**src/rtl/sorted_priority_queue_macros.svh**
```systemverilog
// ----------------------------------------------------------------------------
// sorted_priority_queue_macros.svh
// Assertion macros shared by the sorted priority queue RTL.
// ----------------------------------------------------------------------------
`ifndef SORTED_PRIORITY_QUEUE_MACROS_SVH
`define SORTED_PRIORITY_QUEUE_MACROS_SVH

// Check that cons holds in the same cycle as ant; disabled during reset.
`define SPQ_ASSERT_IMP(lbl, ant, cons, msg) \
  lbl: assert property (@(posedge clk_i) disable iff (!rst_ni) (ant) |-> (cons)) \
    else $error(msg);

// Check that cons holds in the cycle after ant; disabled during reset.
`define SPQ_ASSERT_NXT(lbl, ant, cons, msg) \
  lbl: assert property (@(posedge clk_i) disable iff (!rst_ni) (ant) |=> (cons)) \
    else $error(msg);

`endif

```
**src/rtl/spq_pkg.sv**
```systemverilog
// ----------------------------------------------------------------------------
// spq_pkg
// Types, sizes and codes shared by the sorted priority queue modules.
// ----------------------------------------------------------------------------
`timescale 1ns / 1ps

package spq_pkg;

  // Queue depth; must be a power of two since entries live in a ring buffer.
  localparam int QUEUE_DEPTH = 256;
  localparam int HANDLE_BITS = 10;

  localparam int ADDR_W   = $clog2(QUEUE_DEPTH);
  localparam int FILL_W   = $clog2(QUEUE_DEPTH + 1);

  // Fixed field widths of the stream beats
  localparam int COUNT_W  = 32;
  localparam int LABEL_W  = 8;
  localparam int HANDLE_W = 10;
  localparam int OCC_W    = 9;

  localparam int IN_LABEL_LSB   = COUNT_W;
  localparam int IN_HANDLE_LSB  = COUNT_W + LABEL_W;
  localparam int IN_FIELDS_W    = COUNT_W + LABEL_W + HANDLE_W;
  localparam int IN_TDATA_W     = ((IN_FIELDS_W + 7) / 8) * 8;
  localparam int IN_TUSER_W     = 1;

  localparam int OUT_FIELDS_W   = COUNT_W + LABEL_W + HANDLE_W + OCC_W;
  localparam int OUT_TDATA_W    = ((OUT_FIELDS_W + 7) / 8) * 8;
  localparam int OUT_TUSER_W    = 2;

  // Command codes carried on the input tuser
  localparam logic CMD_INSERT = 1'b0;
  localparam logic CMD_POP    = 1'b1;

  typedef struct packed {
    logic [COUNT_W-1:0]     count;
    logic [LABEL_W-1:0]     label;
    logic [HANDLE_BITS-1:0] handle;
  } spq_entry_t;

  // Commands from the controller to the datapath
  typedef struct packed {
    logic load;       // capture the incoming beat, clear the result
    logic rd_idx;     // read entry at the scan index
    logic rd_prev;    // read entry just below the scan index
    logic rd_head;    // read the head entry
    logic shift;      // move the read entry up by one, step the index down
    logic put_above;  // write the new entry just above the scan index
    logic put_head;   // write the new entry at the head slot
    logic pop;        // take the read entry as the result, drop the head
    logic emit;       // move the result into the output register
  } spq_cmd_t;

  // Status from the datapath to the controller
  typedef struct packed {
    logic empty;
    logic full;
    logic gt;         // read entry sorts after the new entry
    logic idx_zero;
    logic out_free;
  } spq_status_t;

endpackage

```
**src/rtl/spq_ctrl.sv**
```systemverilog
// ----------------------------------------------------------------------------
// spq_ctrl
// Sequencer of the sorted priority queue: accepts one beat, walks the
// insert scan or the pop read, then hands the result to the output register.
// ----------------------------------------------------------------------------
`timescale 1ns / 1ps

module spq_ctrl (
  input  logic                  clk_i,
  input  logic                  rst_ni,
  input  logic                  in_valid_i,
  input  logic                  in_cmd_i,
  output logic                  in_ready_o,
  input  spq_pkg::spq_status_t  status_i,
  output spq_pkg::spq_cmd_t     cmd_o
);
  import spq_pkg::*;

  localparam logic [2:0] S_IDLE     = 3'd0;
  localparam logic [2:0] S_RD       = 3'd1;
  localparam logic [2:0] S_CMP      = 3'd2;
  localparam logic [2:0] S_PUT_HEAD = 3'd3;
  localparam logic [2:0] S_POP_RD   = 3'd4;
  localparam logic [2:0] S_POP_CAP  = 3'd5;
  localparam logic [2:0] S_DONE     = 3'd6;

  logic [2:0] state_q;
  logic [2:0] state_d;

  // Next state and datapath commands
  always_comb begin
    state_d    = state_q;
    cmd_o      = '0;
    in_ready_o = 1'b0;
    unique case (state_q)
      S_IDLE: begin
        in_ready_o = 1'b1;
        if (in_valid_i) begin
          cmd_o.load = 1'b1;
          if (in_cmd_i == CMD_POP) begin
            state_d = status_i.empty ? S_DONE : S_POP_RD;
          end else if (status_i.full) begin
            state_d = S_DONE;
          end else if (status_i.empty) begin
            state_d = S_PUT_HEAD;
          end else begin
            state_d = S_RD;
          end
        end
      end
      S_RD: begin
        cmd_o.rd_idx = 1'b1;
        state_d      = S_CMP;
      end
      S_CMP: begin
        // Shift larger entries up one slot until the new entry fits
        if (status_i.gt) begin
          cmd_o.shift = 1'b1;
          if (status_i.idx_zero) begin
            state_d = S_PUT_HEAD;
          end else begin
            cmd_o.rd_prev = 1'b1;
          end
        end else begin
          cmd_o.put_above = 1'b1;
          state_d         = S_DONE;
        end
      end
      S_PUT_HEAD: begin
        cmd_o.put_head = 1'b1;
        state_d        = S_DONE;
      end
      S_POP_RD: begin
        cmd_o.rd_head = 1'b1;
        state_d       = S_POP_CAP;
      end
      S_POP_CAP: begin
        cmd_o.pop = 1'b1;
        state_d   = S_DONE;
      end
      S_DONE: begin
        if (status_i.out_free) begin
          cmd_o.emit = 1'b1;
          state_d    = S_IDLE;
        end
      end
      default: begin
        state_d = S_IDLE;
      end
    endcase
  end

  // State register
  always_ff @(posedge clk_i or negedge rst_ni) begin
    if (!rst_ni) begin
      state_q <= S_IDLE;
    end else begin
      state_q <= state_d;
    end
  end

endmodule
```
**config.mk**
```make
export PLATFORM = sky130hd
export DESIGN_NAME = spq_ctrl
export DESIGN_NICKNAME = d
export VERILOG_FILES = /design/src/rtl/sorted_priority_queue_macros.svh /design/src/rtl/spq_pkg.sv /design/src/rtl/spq_ctrl.sv
export SDC_FILE = /design/constraint.sdc
export NUM_CORES = 1
export LEC_CHECK = 0
export BUFFER_PORTS_ARGS = -buffer_cell sky130_fd_sc_hd__buf_2
export CAP_MARGIN = 20
export CORE_AREA = 10 10 47 49
export CTS_CLUSTER_DIAMETER = 80
export CTS_CLUSTER_SIZE = 8
export DETAILED_ROUTE_END_ITERATION = 10
export DIE_AREA = 0 0 57 59
export HOLD_SLACK_MARGIN = 0.02
export RECOVER_POWER = 100
export SYNTH_ARGS = -nofsm -noshare
export SYNTH_HDL_FRONTEND = slang
export SYNTH_SLANG_ARGS = --single-unit
```
**constraint.sdc**
```tcl
create_clock -name clk_i -period 1.39 [get_ports clk_i]
set_input_delay 0.2085 -clock clk_i [delete_from_list [all_inputs] [get_ports clk_i]]
set_output_delay 0.2085 -clock clk_i [all_outputs]
set_load 0.005 [all_outputs]
```
==> out/qor.txt, run 1 <==
TritonCTS buffer count = 3
Final nets = 76
register area = 78.8 sq um
GR Overflow Total = 0
DP HPWL = 758 um
most frequent cells in the layout = buf_2, buf_4, nor2_1
num rows = 14
Reg with most FFs = state_q
clk_lat worst skew = 0.24 ns
total chip power = 0.00120 W
PortBufs = 18
# IOs = 19
ranking of synthesized cells by area = dfrtp_1, nor4_4, and4bb_4, nor2_1, a211oi_2
clock buffer depth = 2
switch share = 38.9%
Core ar. = 0.00140 sq mm
area leader, netlist = dfrtp_1
CP Data Required Time = 1.18 ns
area of the multi-input gates = 231 sq um
post-synth top area share = 24.0%
Synthesized Nets = 44
Tcrit/Tclk final = 105%
cells along the critical path = and4bb_4 -> and2_4 -> buf_6
PnR worst setup slack = -0.0716 ns
First DRT Iteration DRCs = 8
outcome = finished, violations left
worst setup path startpoint = state_q[2]$_DFFE_PN0P_
YS warnings = 0
Crit. End Element = output port
Net Switching = 0.000466 W
most common cell after layout, fill and taps aside = buf_2
Hold Vio Cnt, Final = 0
unrepaired setup endpoints after global routing = true
Area Growth Syn to Fin = 81.6%
Hold WS = 0.303 ns
Least-Margin Pin Slew = 0.250 ns
DRT Wirelength = 1160 um
crit-path max FO = 4
Yosys reg bits = 3
Leak = 0.285 nW
chip width = 57 um
Die Height = 59 um
worst reg2reg path depth = 5
H-tree depth = 1
post-DR wirelength/cell = 14.2 um
routed via count = 392
setup tns final = -0.120 ns
Vias/cell = 4.78
max-slew violations = 0
ANT cells = 0
Period minus WS final = 1.46 ns
slowest CP cell = dfrtp_2
largest net degree at the start of global routing = 9
Crit path largest cell delay = 0.43 ns
share of layout cells above drive strength 1 = 65.2%
Pwr Density = 2110 mW/mm^2
GRT Util Overall = 6.28%
Synth cell types = 27
final setup fails = 4
Root Buffer = clkbuf_4
Syn Inst Count = 35
final routed DRC violation total = 0
Worst Path Class, Setup = reg2out
clk sinks = 3
Mapped Area = 313 sq um
fill count = 154
gpl congestion = 0.761
TritonCTS clock tree = done
Critical Path Start Type = register
failing checks = negative setup slack
first-pass GRT wire length = 1590 um
die area = 0.00336 sq mm
Seq pwr share = 17.0%
post-route ant nets = 0
hold crit path type = in2async
Reg2Reg Setup Slack = 0.04 ns
top flop regs = state_q (3)
Max-cap violations = 0
vias in the first global route = 386
Worst R2R Start = state_q[1]$_DFFE_PN0P_
Seq/Total Area, Yosys = 24.0%
clk slew on worst S/H paths = 0.04 ns
WP data arrival = 1.25 ns
internal power = 0.000731 W
Achievable Freq = 0.684 GHz
Clk network pwr share = 13.2%
syn_area_per_cell = 8.94 sq um
Starting Density = 22.3%
maximum vdd ir drop = 0.000817 V
reg2reg end = state_q[2]$_DFFE_PN0P_
Logic pwr share = 69.8%
Max-Slew Margin vs Limit = 83.2%
skew final = 0.00431 ns
number of flip-flops in the largest register = 3
fin util = 40.5%
drt first pass iters = 3
antenna violations before repair = 0
final cells by class:
class                      count  area share [%]
sequential                     3            13.9
inverter                       2            1.32
timing repair buffer          30            35.9
multi-input combinational     27            40.7
clock buffer                   4            4.63
tap                           16            3.52
power by group through the flow:
stage / registers, W / logic (W) / clock network (W)
floorplan: 0.000167 / 0.000402 / 0
global placement: 0.000209 / 0.000564 / 0
detailed placement: 0.000211 / 0.000562 / 0
CTS: 0.000201 / 0.000667 / 0.000161
global route: 0.000210 / 0.000906 / 0.000177
finish: 0.000203 / 0.000836 / 0.000159
critical path, delay by kind of cell (launching register included):
family | cells | cell delay, ns
flops | 1 | 0.43
simple gates | 2 | 0.50
buf+inv | 1 | 0.08
worst max path at each step:
| stage | endpoint | slack, ns | cells after the start |
|---|---|---|---|
| CTS | cmd_o[6] | -0.06 | 3 |
| detailed placement | state_q[2]$_DFFE_PN0P_ | 0.11 | 4 |
| global placement | state_q[2]$_DFFE_PN0P_ | 0.11 | 4 |
| finish | cmd_o[6] | -0.07 | 3 |
| floorplan | cmd_o[8] | 0.23 | 3 |
| global route | cmd_o[6] | -0.11 | 3 |
cells by family (layout without fill, tap and decap cells):
kind of cell           Yosys count  after routing  synth area share (%)
AO/OA/AOI/OAI                    8              8                  19.6
buffers and inverters            5             36                  10.0
flip-flops                       3              3                  24.0
AND/OR/NAND/NOR                 19             19                  46.4
cells in the mapped netlist:
master	number
o21ai_0	1
buf_4	1
and3_1	1
nor3_1	2
buf_6	1
nor4b_1	1
a31oi_1	1
and2_2	1
o31ai_1	1
a31o_1	1
and3b_1	1
and4bb_1	1
and4bb_4	1
and2_1	1
nor2_1	4
nand2b_1	1
nor4_4	1
o21ba_2	1
nor2b_1	2
buf_2	1
a211oi_2	1
nand2_1	1
o21ai_1	1
inv_1	2
dfrtp_1	3
o22ai_1	1
and4b_1	1
timing repair:
item                                    CTS  global route
hold buffers                              1             0
resized for setup                         6             5
setup buffers                             3             5
endpoints found under the hold margin     3             0
cloned                                    0             0
pin swaps                                 0             2
endpoints found under the setup margin    8             9
stage by stage:
stage                     worst slack [ns]  area (sq um)  std cells
after floorplan                      0.226           313         35
after global placement               0.107           434         69
after detailed placement             0.114           434         69
after CTS                          -0.0628           512         77
after global routing                -0.110           568         82
final                              -0.0716           568         82
metal layers:
| layer | up-vias | global-route usage [%] | part of all wire, % |
|---|---|---|---|
| met2 | 15 | 8.68 | 51 |
| met4 | 0 | 9.06 | 4.3 |
| met1 | 181 | 6.09 | 39 |
| met3 | 4 | 2.36 | 5.9 |
| li1 | 192 | - | - |
| met5 | - | 0 | 0 |
Power figures use the tool's default switching activity.
==> inputs of run 2 (changes only) <==
--- a/config.mk
+++ b/config.mk
@@ -9,3 +9,3 @@
 export CAP_MARGIN = 20
-export CORE_AREA = 10 10 47 49
+export CORE_AREA = 5 5 42 44
 export CTS_CLUSTER_DIAMETER = 80
@@ -13,3 +13,3 @@
 export DETAILED_ROUTE_END_ITERATION = 10
-export DIE_AREA = 0 0 57 59
+export DIE_AREA = 0 0 47 49
 export HOLD_SLACK_MARGIN = 0.02
--- a/constraint.sdc
+++ b/constraint.sdc
@@ -3,2 +3,2 @@
 set_output_delay 0.2085 -clock clk_i [all_outputs]
-set_load 0.005 [all_outputs]
+set_load 0.1 [all_outputs]
==> out/qor.txt, run 2 (synthesis gave the netlist of run 1 again) <==
Crit. End Element = output port (unchanged)
chip width = 47 um (was 57 um)
dpl cell area = 694 sq um (was 434 sq um)
hold crit path type = in2async (unchanged)
skew final = 0.00303 ns (was 0.00431 ns)
clk_lat worst skew = 0.24 ns (about the same)
die area = 0.00230 sq mm (was 0.00336 sq mm)
gpl congestion = 0.777 (was 0.761)
post-place setup slack = 0.0269 ns (was 0.114 ns)
most frequent cells in the layout = buf_12, buf_4, buf_2 (was buf_2, buf_4, nor2_1)
Die Height = 49 um (was 59 um)
share of layout cells above drive strength 1 = 73.2% (was 65.2%)
Tcrit/Tclk final = 111% (was 105%)
Worst Path Class, Setup = reg2out (unchanged)
Root Buffer = clkbuf_4 (unchanged)
number of flip-flops in the largest register = 3 (unchanged)
first-pass GRT wire length = 1840 um (was 1590 um)
TritonCTS clock tree = done (unchanged)
largest net degree at the start of global routing = 9 (unchanged)
clk slew on worst S/H paths = 0.04 ns (about the same)
GR Overflow Total = 0 (unchanged)
clk sinks = 3 (unchanged)
clock buffer depth = 2 (unchanged)
Vias/cell = 4.62 (was 4.78)
Least-Margin Pin Slew = 0.321 ns (was 0.250 ns)
Critical Path Start Type = register (unchanged)
Max-Slew Margin vs Limit = 78.4% (was 83.2%)
vias in the first global route = 439 (was 386)
CP Data Required Time = 1.18 ns (about the same)
unrepaired setup endpoints after global routing = true (unchanged)
final routed DRC violation total = 0 (unchanged)
num rows = 14 (unchanged)
ANT cells = 0 (unchanged)
PnR worst setup slack = -0.160 ns (was -0.0716 ns)
Core ar. = 0.00140 sq mm (unchanged)
First DRT Iteration DRCs = 4 (was 8)
Largest delay share family, worst path = simple AND/OR/NAND/NOR gates (unchanged)
drt first pass iters = 3 (unchanged)
fill count = 121 (was 154)
number of buffers and inverters on the critical path = 1 (unchanged)
PortBufs = 18 (unchanged)
routed via count = 402 (was 392)
Final nets = 81 (was 76)
Max-cap violations = 0 (unchanged)
post-DR wirelength/cell = 12.1 um (was 14.2 um)
DP HPWL = 797 um (was 758 um)
H-tree depth = 1 (unchanged)
fin util = 57.6% (was 40.5%)
top flop regs = state_q (3) (unchanged)
Area Growth Syn to Fin = 158% (was 81.6%)
cells along the critical path = and4bb_4 -> and2_4 -> buf_12 (was and4bb_4 -> and2_4 -> buf_6)
# IOs = 19 (unchanged)
Starting Density = 22.3% (unchanged)
Hold WS = 0.308 ns (was 0.303 ns)
antenna violations before repair = 0 (unchanged)
post-route cell area = 807 sq um (was 568 sq um)
max-slew violations = 0 (unchanged)
Hold Vio Cnt, Final = 0 (unchanged)
Reg with most FFs = state_q (unchanged)
final setup fails = 10 (was 4)
worst reg2reg path depth = 4 (was 5)
Crit path largest cell delay = 0.44 ns (was 0.43 ns)
failing checks = negative setup slack (unchanged)
GRT Util Overall = 11.1% (was 6.28%)
TritonCTS buffer count = 3 (unchanged)
Period minus WS final = 1.55 ns (was 1.46 ns)
crit-path max FO = 6 (was 4)
DRT Wirelength = 1050 um (was 1160 um)
Achievable Freq = 0.645 GHz (was 0.684 GHz)
post-route ant nets = 0 (unchanged)
WP data arrival = 1.34 ns (was 1.25 ns)
slowest CP cell = dfrtp_2 (unchanged)
number of stages on the worst setup path = 3 (unchanged)
outcome = finished, violations left (unchanged)
[run 2: changes by cell type in the layout (fill, tap and decap cells not counted), sizes merged]
cell | previous run | this run
buf | 28 | 33
[run 2: area by class of cell]
class | count | area, sq um | area share [%]
Sequential cell | 3 | 77.6 | 9.61
Inverter | 2 | 7.51 | 0.930
Tap cell | 16 | 20.0 | 2.48
Clock buffer | 4 | 26.3 | 3.26
Multi-Input combinational cell | 27 | 284 | 35.2
Timing Repair Buffer | 35 | 392 | 48.5
[run 2: metrics by stage]
stage                     TNS, ns  cells
after floorplan             -2.39     35
after global placement          0     78
after detailed placement        0     78
after CTS                  -0.881     87
after global routing        -1.30     87
final                      -0.779     87
[run 2: final timing paths]
check                                       start                      to  slack [ns]
setup / recovery           state_q[2]$_DFFE_PN0P_                cmd_o[6]       -0.16
hold / removal                             rst_ni  state_q[1]$_DFFE_PN0P_        0.31
setup reg to reg           state_q[1]$_DFFE_PN0P_  state_q[2]$_DFFE_PN0P_        0.03
max in group asynchronous                  rst_ni  state_q[2]$_DFFE_PN0P_        0.91
hold reg to reg            state_q[2]$_DFFE_PN0P_  state_q[1]$_DFFE_PN0P_        0.74
min in group clk_i                     in_valid_i  state_q[1]$_DFFE_PN0P_        0.31
[run 2: routing by layer]
| layer | share of wire, % | routed length, um | track usage (%) | vias up |
|---|---|---|---|---|
| met5 | 0 | 0 | 0 | - |
| li1 | - | - | - | 199 |
| met3 | 7.4 | 78 | 3.69 | 2 |
| met4 | 1.1 | 12 | 8.29 | 0 |
| met2 | 52 | 545 | 16.3 | 15 |
| met1 | 40 | 417 | 12.8 | 186 |
[run 2: what timing repair did]
action / in CTS / in global routing
buffers inserted: 4 / 0
hold buffers: 1 / 0
hold endpoints to repair: 3 / 0
setup endpoints to repair: 10 / 13
resized for setup: 8 / 4
pin swaps: 4 / 3
Power of run 2 is not shown: default switching activity piles up to over one toggle a cycle in this logic, so the estimate is an artifact.
